### config.mk
export PLATFORM = sky130hd
export DESIGN_NAME = sjf_nonpreemptive_scheduler
export DESIGN_NICKNAME = d
export VERILOG_FILES = /design/src/rtl/sjfs_pkg.sv /design/src/rtl/sjfs_cell.sv /design/src/rtl/sjf_nonpreemptive_scheduler.sv
export SDC_FILE = /design/constraint.sdc
export NUM_CORES = 2
export LEC_CHECK = 0
export ABC_AREA = 1
export CORE_UTILIZATION = 61
export CTS_CLUSTER_SIZE = 14
export DETAILED_ROUTE_END_ITERATION = 16
export DONT_BUFFER_PORTS = 1
export PLACE_DENSITY = 0.77
export RECOVER_POWER = 50
export SLEW_MARGIN = 40
export SYNTH_ARGS = -nofsm -noshare
export SYNTH_HDL_FRONTEND = slang
export SYNTH_HIERARCHICAL = 1
export SYNTH_SLANG_ARGS = --single-unit
### constraint.sdc
create_clock -name clock -period 8.6 [get_ports clock]
set_input_delay 0.43 -clock clock [delete_from_list [all_inputs] [get_ports clock]]
set_output_delay 0.43 -clock clock [all_outputs]
set_load 0.005 [all_outputs]
### src/rtl/sjfs_pkg.sv
// ----------------------------------------------------------------------------
// sjfs_pkg: shared definitions for the shortest-job-first scheduler
// Default sizes, fixed port widths and the control word sent to every cell.
// ----------------------------------------------------------------------------
package sjfs_pkg;

   // default sizes
   localparam int MAX_JOBS_DEF  = 16;
   localparam int TIME_BITS_DEF = 16;

   // fixed port widths
   localparam int ID_W   = 5;
   localparam int TIME_W = 16;
   localparam int DUR_W  = 21;
   localparam int SUM_W  = 25;
   localparam int CNT_W  = 5;

   // control word broadcast to the row of cells
   typedef struct packed {
      logic wr_en;    // store the incoming job in the addressed cell
      logic mark_en;  // flag the addressed cell as scheduled
      logic clear;    // drop all done flags for a new set
   } cell_ctrl_type;

endpackage

### src/rtl/sjfs_cell.sv
// ----------------------------------------------------------------------------
// sjfs_cell: one job slot of the scheduler row
// Holds a job and folds it into the best-candidate and earliest-pending words
// that travel down the row, one register stage per cell.
// ----------------------------------------------------------------------------
module sjfs_cell
   import sjfs_pkg::*;
#(
   parameter int TIME_BITS = TIME_BITS_DEF,
   parameter int CT_BITS   = TIME_BITS_DEF + 5,
   parameter int IDX_BITS  = 4,
   parameter int CNT_BITS  = 5,
   parameter int CELL_ID   = 0
) (
   input  logic                 clock,
   input  logic                 reset,
   input  cell_ctrl_type        ctrl,
   input  logic [IDX_BITS-1:0]  sel_idx,
   input  logic [TIME_BITS-1:0] wr_arrival,
   input  logic [TIME_BITS-1:0] wr_burst,
   input  logic [CNT_BITS-1:0]  count,
   input  logic [CT_BITS-1:0]   cur_time,
   input  logic                 in_bvalid,
   input  logic [TIME_BITS-1:0] in_burst,
   input  logic [TIME_BITS-1:0] in_barr,
   input  logic [IDX_BITS-1:0]  in_bid,
   input  logic                 in_pvalid,
   input  logic [TIME_BITS-1:0] in_pmin,
   output logic                 out_bvalid,
   output logic [TIME_BITS-1:0] out_burst,
   output logic [TIME_BITS-1:0] out_barr,
   output logic [IDX_BITS-1:0]  out_bid,
   output logic                 out_pvalid,
   output logic [TIME_BITS-1:0] out_pmin
);

   localparam logic [IDX_BITS-1:0] MY_IDX = IDX_BITS'(CELL_ID);

   logic [TIME_BITS-1:0] arr_ff, burst_ff;
   logic                 done_ff, done_in;
   logic                 bvalid_ff, pvalid_ff;
   logic [TIME_BITS-1:0] bburst_ff, barr_ff, pmin_ff;
   logic [IDX_BITS-1:0]  bid_ff;
   logic                 hit, active, pending, ready, take_best, take_pend;

   // slot decode and candidate tests
   always_comb begin
      hit       = (sel_idx == MY_IDX);
      active    = (CNT_BITS'(CELL_ID) < count);
      pending   = active && !done_ff;
      ready     = pending && (CT_BITS'(arr_ff) <= cur_time);
      take_best = ready && (!in_bvalid || (burst_ff < in_burst) ||
                  ((burst_ff == in_burst) && (arr_ff < in_barr)));
      take_pend = pending && (!in_pvalid || (arr_ff < in_pmin));
      done_in   = done_ff;
      if (ctrl.clear) begin
         done_in = 1'b0;
      end else if (ctrl.wr_en && hit) begin
         done_in = 1'b0;
      end else if (ctrl.mark_en && hit) begin
         done_in = 1'b1;
      end
   end

   // job storage, done flag and the outgoing row words
   always_ff @(posedge clock) begin
      if (reset) begin
         done_ff   <= 1'b0;
         bvalid_ff <= 1'b0;
         pvalid_ff <= 1'b0;
      end else begin
         done_ff   <= done_in;
         bvalid_ff <= in_bvalid || take_best;
         pvalid_ff <= in_pvalid || take_pend;
      end
      if (ctrl.wr_en && hit) begin
         arr_ff   <= wr_arrival;
         burst_ff <= wr_burst;
      end
      bburst_ff <= take_best ? burst_ff : in_burst;
      barr_ff   <= take_best ? arr_ff : in_barr;
      bid_ff    <= take_best ? MY_IDX : in_bid;
      pmin_ff   <= take_pend ? arr_ff : in_pmin;
   end

   assign out_bvalid = bvalid_ff;
   assign out_burst  = bburst_ff;
   assign out_barr   = barr_ff;
   assign out_bid    = bid_ff;
   assign out_pvalid = pvalid_ff;
   assign out_pmin   = pmin_ff;

endmodule

### src/rtl/sjf_nonpreemptive_scheduler.sv
// ----------------------------------------------------------------------------
// sjf_nonpreemptive_scheduler: non-preemptive shortest-job-first scheduler
// Loads a job set, then emits one word per job in run order with wait,
// turnaround and running totals.
// ----------------------------------------------------------------------------
//  channel  direction  handshake            payload
//  req      in         req_valid/req_ready  arrival, burst, last_job
//  rsp      out        rsp_valid/rsp_ready  id, times, totals, count, flags
//
//  loading accepts one req word per cycle; the word marked last starts the run
//  each result takes a scan of the whole row plus an evaluate step,
//  and one more scan plus evaluate step when the clock has to jump an idle gap
//  a result holds in the output register until taken
//  reset is synchronous and clears control state; job slots need no clearing
//  req_ready is low for the whole run, from the last word to the last result
module sjf_nonpreemptive_scheduler
   import sjfs_pkg::*;
#(
   parameter int MAX_JOBS  = MAX_JOBS_DEF,
   parameter int TIME_BITS = TIME_BITS_DEF
) (
   input  logic              clock,
   input  logic              reset,
   input  logic              req_valid,
   output logic              req_ready,
   input  logic [TIME_W-1:0] req_arrival_time,
   input  logic [TIME_W-1:0] req_burst_time,
   input  logic              req_last_job,
   output logic              rsp_valid,
   input  logic              rsp_ready,
   output logic [ID_W-1:0]   rsp_job_id,
   output logic [TIME_W-1:0] rsp_job_arrival,
   output logic [TIME_W-1:0] rsp_job_burst,
   output logic [DUR_W-1:0]  rsp_wait_time,
   output logic [DUR_W-1:0]  rsp_turnaround_time,
   output logic [SUM_W-1:0]  rsp_total_wait,
   output logic [SUM_W-1:0]  rsp_total_turnaround,
   output logic [CNT_W-1:0]  rsp_job_count,
   output logic              rsp_dropped,
   output logic              rsp_last_result
);

   localparam int IDX_BITS = (MAX_JOBS > 1) ? $clog2(MAX_JOBS) : 1;
   localparam int CNT_BITS = $clog2(MAX_JOBS + 1);
   localparam int CT_BITS  = TIME_BITS + $clog2(MAX_JOBS + 1);

   typedef enum logic [1:0] {ST_LOAD, ST_SCAN, ST_EVAL, ST_OUT} state_type;

   state_type               state_ff, state_in;
   logic [CNT_BITS-1:0]     count_ff, count_in;
   logic [CNT_BITS-1:0]     k_ff, k_in;
   logic [IDX_BITS-1:0]     scan_ff, scan_in;
   logic                    ovf_ff, ovf_in;
   logic [CT_BITS-1:0]      ct_ff, ct_in;
   logic [SUM_W-1:0]        wsum_ff, wsum_in, tsum_ff, tsum_in;
   logic                    rsp_valid_ff, rsp_valid_in;
   logic [ID_W-1:0]         id_ff, id_in;
   logic [TIME_W-1:0]       arr_ff, arr_in, bur_ff, bur_in;
   logic [DUR_W-1:0]        w_ff, w_in, t_ff, t_in;
   logic                    last_ff, last_in;

   cell_ctrl_type           ctrl;
   logic [IDX_BITS-1:0]     sel_idx;
   logic                    req_acc, rsp_acc, has_room;
   logic [CT_BITS-1:0]      w_full, t_full, best_arr_ct, best_bur_ct;

   // row words between cells, entry 0 is the empty word fed to the first cell
   logic                    tok_bvalid [0:MAX_JOBS];
   logic [TIME_BITS-1:0]    tok_burst  [0:MAX_JOBS];
   logic [TIME_BITS-1:0]    tok_barr   [0:MAX_JOBS];
   logic [IDX_BITS-1:0]     tok_bid    [0:MAX_JOBS];
   logic                    tok_pvalid [0:MAX_JOBS];
   logic [TIME_BITS-1:0]    tok_pmin   [0:MAX_JOBS];

   assign tok_bvalid[0] = 1'b0;
   assign tok_burst[0]  = '0;
   assign tok_barr[0]   = '0;
   assign tok_bid[0]    = '0;
   assign tok_pvalid[0] = 1'b0;
   assign tok_pmin[0]   = '0;

   // row of job cells
   for (genvar i = 0; i < MAX_JOBS; i++) begin : g_cell
      sjfs_cell #(
         .TIME_BITS (TIME_BITS),
         .CT_BITS   (CT_BITS),
         .IDX_BITS  (IDX_BITS),
         .CNT_BITS  (CNT_BITS),
         .CELL_ID   (i)
      ) u_cell (
         .clock      (clock),
         .reset      (reset),
         .ctrl       (ctrl),
         .sel_idx    (sel_idx),
         .wr_arrival (TIME_BITS'(req_arrival_time)),
         .wr_burst   (TIME_BITS'(req_burst_time)),
         .count      (count_ff),
         .cur_time   (ct_ff),
         .in_bvalid  (tok_bvalid[i]),
         .in_burst   (tok_burst[i]),
         .in_barr    (tok_barr[i]),
         .in_bid     (tok_bid[i]),
         .in_pvalid  (tok_pvalid[i]),
         .in_pmin    (tok_pmin[i]),
         .out_bvalid (tok_bvalid[i+1]),
         .out_burst  (tok_burst[i+1]),
         .out_barr   (tok_barr[i+1]),
         .out_bid    (tok_bid[i+1]),
         .out_pvalid (tok_pvalid[i+1]),
         .out_pmin   (tok_pmin[i+1])
      );
   end

   // timing of the selected job
   always_comb begin
      best_arr_ct = CT_BITS'(tok_barr[MAX_JOBS]);
      best_bur_ct = CT_BITS'(tok_burst[MAX_JOBS]);
      w_full      = ct_ff - best_arr_ct;
      t_full      = w_full + best_bur_ct;
   end

   // next-state and control
   always_comb begin
      req_acc      = (state_ff == ST_LOAD) && req_valid;
      rsp_acc      = rsp_valid_ff && rsp_ready;
      has_room     = (count_ff < CNT_BITS'(MAX_JOBS));
      state_in     = state_ff;
      count_in     = count_ff;
      k_in         = k_ff;
      scan_in      = scan_ff;
      ovf_in       = ovf_ff;
      ct_in        = ct_ff;
      wsum_in      = wsum_ff;
      tsum_in      = tsum_ff;
      rsp_valid_in = rsp_valid_ff;
      id_in        = id_ff;
      arr_in       = arr_ff;
      bur_in       = bur_ff;
      w_in         = w_ff;
      t_in         = t_ff;
      last_in      = last_ff;
      ctrl         = '0;
      sel_idx      = count_ff[IDX_BITS-1:0];
      case (state_ff)
         ST_LOAD: begin
            if (req_acc) begin
               if (has_room) begin
                  ctrl.wr_en = 1'b1;
                  count_in   = count_ff + CNT_BITS'(1);
               end else begin
                  ovf_in = 1'b1;
               end
               if (req_last_job) begin
                  state_in = ST_SCAN;
                  scan_in  = '0;
                  k_in     = '0;
               end
            end
         end
         ST_SCAN: begin
            scan_in = scan_ff + IDX_BITS'(1);
            if (scan_ff == IDX_BITS'(MAX_JOBS - 1)) begin
               state_in = ST_EVAL;
            end
         end
         ST_EVAL: begin
            sel_idx = tok_bid[MAX_JOBS];
            scan_in = '0;
            if (tok_bvalid[MAX_JOBS]) begin
               // schedule the best ready job
               ctrl.mark_en = 1'b1;
               ct_in        = ct_ff + best_bur_ct;
               wsum_in      = wsum_ff + SUM_W'(w_full);
               tsum_in      = tsum_ff + SUM_W'(t_full);
               id_in        = ID_W'(tok_bid[MAX_JOBS]) + ID_W'(1);
               arr_in       = TIME_W'(tok_barr[MAX_JOBS]);
               bur_in       = TIME_W'(tok_burst[MAX_JOBS]);
               w_in         = DUR_W'(w_full);
               t_in         = DUR_W'(t_full);
               last_in      = ((k_ff + CNT_BITS'(1)) == count_ff);
               k_in         = k_ff + CNT_BITS'(1);
               rsp_valid_in = 1'b1;
               state_in     = ST_OUT;
            end else if (tok_pvalid[MAX_JOBS]) begin
               // idle gap: jump to the earliest pending arrival and rescan
               ct_in    = CT_BITS'(tok_pmin[MAX_JOBS]);
               state_in = ST_SCAN;
            end else begin
               ctrl.clear = 1'b1;
               count_in   = '0;
               ovf_in     = 1'b0;
               ct_in      = '0;
               wsum_in    = '0;
               tsum_in    = '0;
               state_in   = ST_LOAD;
            end
         end
         ST_OUT: begin
            if (rsp_acc) begin
               rsp_valid_in = 1'b0;
               if (last_ff) begin
                  ctrl.clear = 1'b1;
                  count_in   = '0;
                  ovf_in     = 1'b0;
                  ct_in      = '0;
                  wsum_in    = '0;
                  tsum_in    = '0;
                  state_in   = ST_LOAD;
               end else begin
                  state_in = ST_SCAN;
               end
            end
         end
         default: begin
            state_in = ST_LOAD;
         end
      endcase
   end

   // state and registered outputs
   always_ff @(posedge clock) begin
      if (reset) begin
         state_ff     <= ST_LOAD;
         count_ff     <= '0;
         k_ff         <= '0;
         scan_ff      <= '0;
         ovf_ff       <= 1'b0;
         ct_ff        <= '0;
         wsum_ff      <= '0;
         tsum_ff      <= '0;
         rsp_valid_ff <= 1'b0;
      end else begin
         state_ff     <= state_in;
         count_ff     <= count_in;
         k_ff         <= k_in;
         scan_ff      <= scan_in;
         ovf_ff       <= ovf_in;
         ct_ff        <= ct_in;
         wsum_ff      <= wsum_in;
         tsum_ff      <= tsum_in;
         rsp_valid_ff <= rsp_valid_in;
      end
      id_ff   <= id_in;
      arr_ff  <= arr_in;
      bur_ff  <= bur_in;
      w_ff    <= w_in;
      t_ff    <= t_in;
      last_ff <= last_in;
   end

   assign req_ready            = (state_ff == ST_LOAD);
   assign rsp_valid            = rsp_valid_ff;
   assign rsp_job_id           = id_ff;
   assign rsp_job_arrival      = arr_ff;
   assign rsp_job_burst        = bur_ff;
   assign rsp_wait_time        = w_ff;
   assign rsp_turnaround_time  = t_ff;
   assign rsp_total_wait       = wsum_ff;
   assign rsp_total_turnaround = tsum_ff;
   assign rsp_job_count        = CNT_W'(count_ff);
   assign rsp_dropped          = ovf_ff;
   assign rsp_last_result      = last_ff;

   // loading and result delivery never overlap
   assert property (@(posedge clock) disable iff (reset) !(req_ready && rsp_valid))
      else $error("req_ready and rsp_valid high together");

   // a word's id lies inside the loaded set
   assert property (@(posedge clock) disable iff (reset)
      rsp_valid |-> (MAX_JOBS > 30) ||
                    ((rsp_job_id != '0) && (rsp_job_id <= rsp_job_count)))
      else $error("job id outside loaded set");

   // turnaround is wait plus burst
   assert property (@(posedge clock) disable iff (reset)
      rsp_valid |-> (TIME_BITS > TIME_W) ||
                    (rsp_turnaround_time == DUR_W'(rsp_wait_time + DUR_W'(rsp_job_burst))))
      else $error("turnaround does not match wait plus burst");

   // the final word of a run frees the block for a new set
   assert property (@(posedge clock) disable iff (reset)
      (rsp_valid && rsp_ready && rsp_last_result) |=> (req_ready && !rsp_valid))
      else $error("block not back to loading after final word");

   // the selected job always belongs to the loaded set
   assert property (@(posedge clock) disable iff (reset)
      ((state_ff == ST_EVAL) && tok_bvalid[MAX_JOBS]) |->
         (CNT_BITS'(tok_bid[MAX_JOBS]) < count_ff))
      else $error("selected slot beyond loaded count");

endmodule

==> results.json <==
{
  "antenna_found_initial": 22,
  "area_growth_pct": 9.52,
  "ys_async_sr_fraction_pct": 0,
  "drt_wl_total_um": 277000,
  "timing.setup.tns_ns": 0,
  "fin_util_pct": 67.4,
  "grt_pass1_vias": 71000,
  "syn_avg_cell_area_um2": 8.00,
  "initial_core_util_pct": 61.5,
  "drtIter0Drc": 8635,
  "vias": 74100,
  "overflow": 0,
  "cp.required_ns": 9.36,
  "place.gp.congestion": 0.967,
  "first_pass_iters": 8,
  "yosysWarnings": 6,
  "clk_latency_ns": 0.84,
  "critical_path.startpoint": "state_ff[1]$_SDFFE_PP0P_",
  "finalSetupViolCount": 0,
  "p_clk_share_pct": 37.3,
  "cts_buffer_depth": 3,
  "hold_viol_final": 0,
  "yosysTopAreaCell": "dfxtp_1",
  "hold_class": "input pin to flip-flop",
  "fmax_ghz": 0.152,
  "synth_area_leaders": "dfxtp_1 (23%), edfxtp_1 (21%), ha_1 (16%)",
  "ios": 175,
  "cts_tree": "done",
  "ys_seq_area_share_pct": 43.3,
  "syn_area_um2": 85800,
  "fin_crit_sh_pct": 76.5,
  "tightest_slew_ns": 3.07,
  "mostFrequentLayoutCells": "nand2_1 (3393), inv_1 (1703), ha_1 (1086), nand3_1 (1039), dfxtp_1 (968)",
  "critPathArrivalTime_ns": 7.34,
  "ant_nets": 0,
  "leakagePower_nw": 46.3,
  "rsz0062_at_grt": "false",
  "max-vdd-ir-drop_uv": 201,
  "clkSlewWorstSetupHoldPaths_ns": 0.06,
  "min_period_ns": 6.58,
  "end_kind": "flip-flop",
  "holdPathStages": 4,
  "r2r_cells": 7,
  "nets": 12100,
  "final_common_cell": "nand2_1",
  "grt.total_usage_pct": 38.5,
  "htree_levels": 4,
  "powerDensity_nw_per_um2": 217,
  "cts.sinks": 1561,
  "port-buffer-count": 0,
  "p_comb_share_pct": 17.7,
  "cts_root_buf": "clkbuf_16",
  "die_h_um": 377,
  "path_class": "flip-flop to flip-flop",
  "drive_gt1_share_pct": 3.80,
  "rows": 137,
  "die-area_um2": 142000,
  "hpwlAfterDp_um": 194000,
  "grt_max_degree": 118,
  "slew_viol_final": 1215,
  "path_max_fanout": 50,
  "reg2reg_from": "state_ff[1]$_SDFFE_PP0P_",
  "ys_types": 51,
  "violations": "capacitance limit, slew limit",
  "start_kind": "flip-flop",
  "coreArea_um2": 140000,
  "holdCritStartpoint": "req_valid",
  "synth_cells": 10700,
  "synth_edf_count": 592,
  "ys_ff_latch": 1561,
  "grt_pass1_wl_um": 414000,
  "cts_made_buffers": 167,
  "status": "finished with violations",
  "p_switching_mw": 6.20,
  "netSwitchingFraction_pct": 30.4,
  "synth_flop_cell": "dfxtp_1",
  "synth_top_cell_area_share_pct": 22.6,
  "internal_power_mw": 14.2,
  "route.detailed.drc": 0,
  "die_w_um": 377,
  "vias_per_cell": 5.71,
  "slew_headroom_pct": -105,
  "seqPwrFrac_pct": 45.0,
  "cap_violations": 52,
  "finClkSkew_ns": 0.0329,
  "wl_per_cell_um": 21.3
}
[metal layers]
layer  up-vias  GRT usage (%)  part of all wire, %
li1      34900              -                    -
met1     34600           47.7                   39
met2      3713           61.0                   45
met3       896           10.0                   11
met4         6           21.6                  5.9
met5         -              0                0.015
[worst paths after layout]
| path | slack, ns | end |
|---|---|---|
| worst max-delay path | 2.02 | rsp_total_turnaround[20]$_SDFFE_PP0P_ |
| worst min register to register | 0.41 | g_cell[7].u_cell/out_bid[2]$_SDFF_PP1_ |
| worst min-delay path | 0.06 | rsp_dropped$_SDFFE_PP0P_ |
| worst max register to register | 2.02 | rsp_total_turnaround[20]$_SDFFE_PP0P_ |
[cell type report]
| class | instances | area (um^2) |
|---|---|---|
| Antenna cell | 30 | 75.1 |
| Clock buffer | 225 | 4840 |
| Sequential cell | 1561 | 37200 |
| Clock inverter | 91 | 1060 |
| Multi-Input combinational cell | 7337 | 41000 |
| Fill cell | 11300 | 45600 |
| Timing Repair Buffer | 146 | 1010 |
| Inverter | 1716 | 6440 |
| Tap cell | 1876 | 2350 |
[cell usage after synthesis (all sizes together), types with 54 or more instances]
master     n
a21oi    589
buf      184
dfxtp    969
edfxtp   592
ha      1086
inv     1709
nand2   3417
nand3   1039
nand4     54
nor2     520
nor3      56
o21ai    187
[power by group through the flow]
| stage | logic, mW | registers (mW) | clock network (mW) |
|---|---|---|---|
| global route | 4.10 | 9.21 | 7.95 |
| floorplan | 2.50 | 8.97 | 0 |
| detailed placement | 3.34 | 9.28 | 0 |
| finish | 3.60 | 9.17 | 7.60 |
| CTS | 3.56 | 9.13 | 7.65 |
| global placement | 3.18 | 9.28 | 0 |
[what timing repair did]
action,CTS,global route
hold buffers,67,0
setup endpoints to repair,0,0
resized for setup,0,0
setup buffers,0,0
endpoints found under the hold margin,630,0
[metrics by stage]
stage	worst slack [ns]	area, um^2	total power [mW]	cells	hold WS, ns
floorplan	4.42	86200	11.5	10800	0.387
global placement	3.71	87600	12.5	12600	0.393
detailed placement	3.64	87700	12.6	12600	0.398
CTS	3.62	94600	20.3	13000	0.0175
global route	1.63	93900	21.3	13000	0.0941
finish	2.02	94000	20.4	13000	0.0585
[registers in the layout, indices dropped and copies added, names as in the netlist, 2 cells and up]
register	cells
g_cell.u_cell/arr_ff	256
rsp_wait_time	21
rsp_job_id	5
rsp_turnaround_time	21
rsp_job_count	5
g_cell.u_cell/out_bid	64
rsp_job_burst	16
k_ff	5
g_cell.u_cell/burst_ff	256
g_cell.u_cell/out_pmin	256
ct_ff	21
g_cell.u_cell/done_ff	16
rsp_total_turnaround	25
rsp_job_arrival	16
rsp_total_wait	25
g_cell.u_cell/out_bvalid	16
g_cell.u_cell/out_barr	256
g_cell.u_cell/out_pvalid	16
state_ff	2
scan_ff	4
g_cell.u_cell/out_burst	256
[worst max-delay path, cell delays in order (launching register included)]
cell and delay, ns:
dfxtp_1 0.38, inv_1 0.15, nor2_1 1.37, inv_1 0.56, nor2_1 1.54, clkbuf_1 2.04
nand3_1 0.23, a21oi_1 0.22
[cells by family after synthesis]
kind of cell | Yosys count | synth area share, %
AND/OR/NAND/NOR | 5185 | 25.1
buffers and inverters | 1937 | 9.25
flip-flops | 1561 | 43.3
adder cells (fa/ha/maj) | 1091 | 16.0
AO/OA/AOI/OAI | 916 | 5.99
XOR/XNOR | 41 | 0.418
other | 1 | 0.00437
Note: power is estimated with default switching activity, not from simulation.
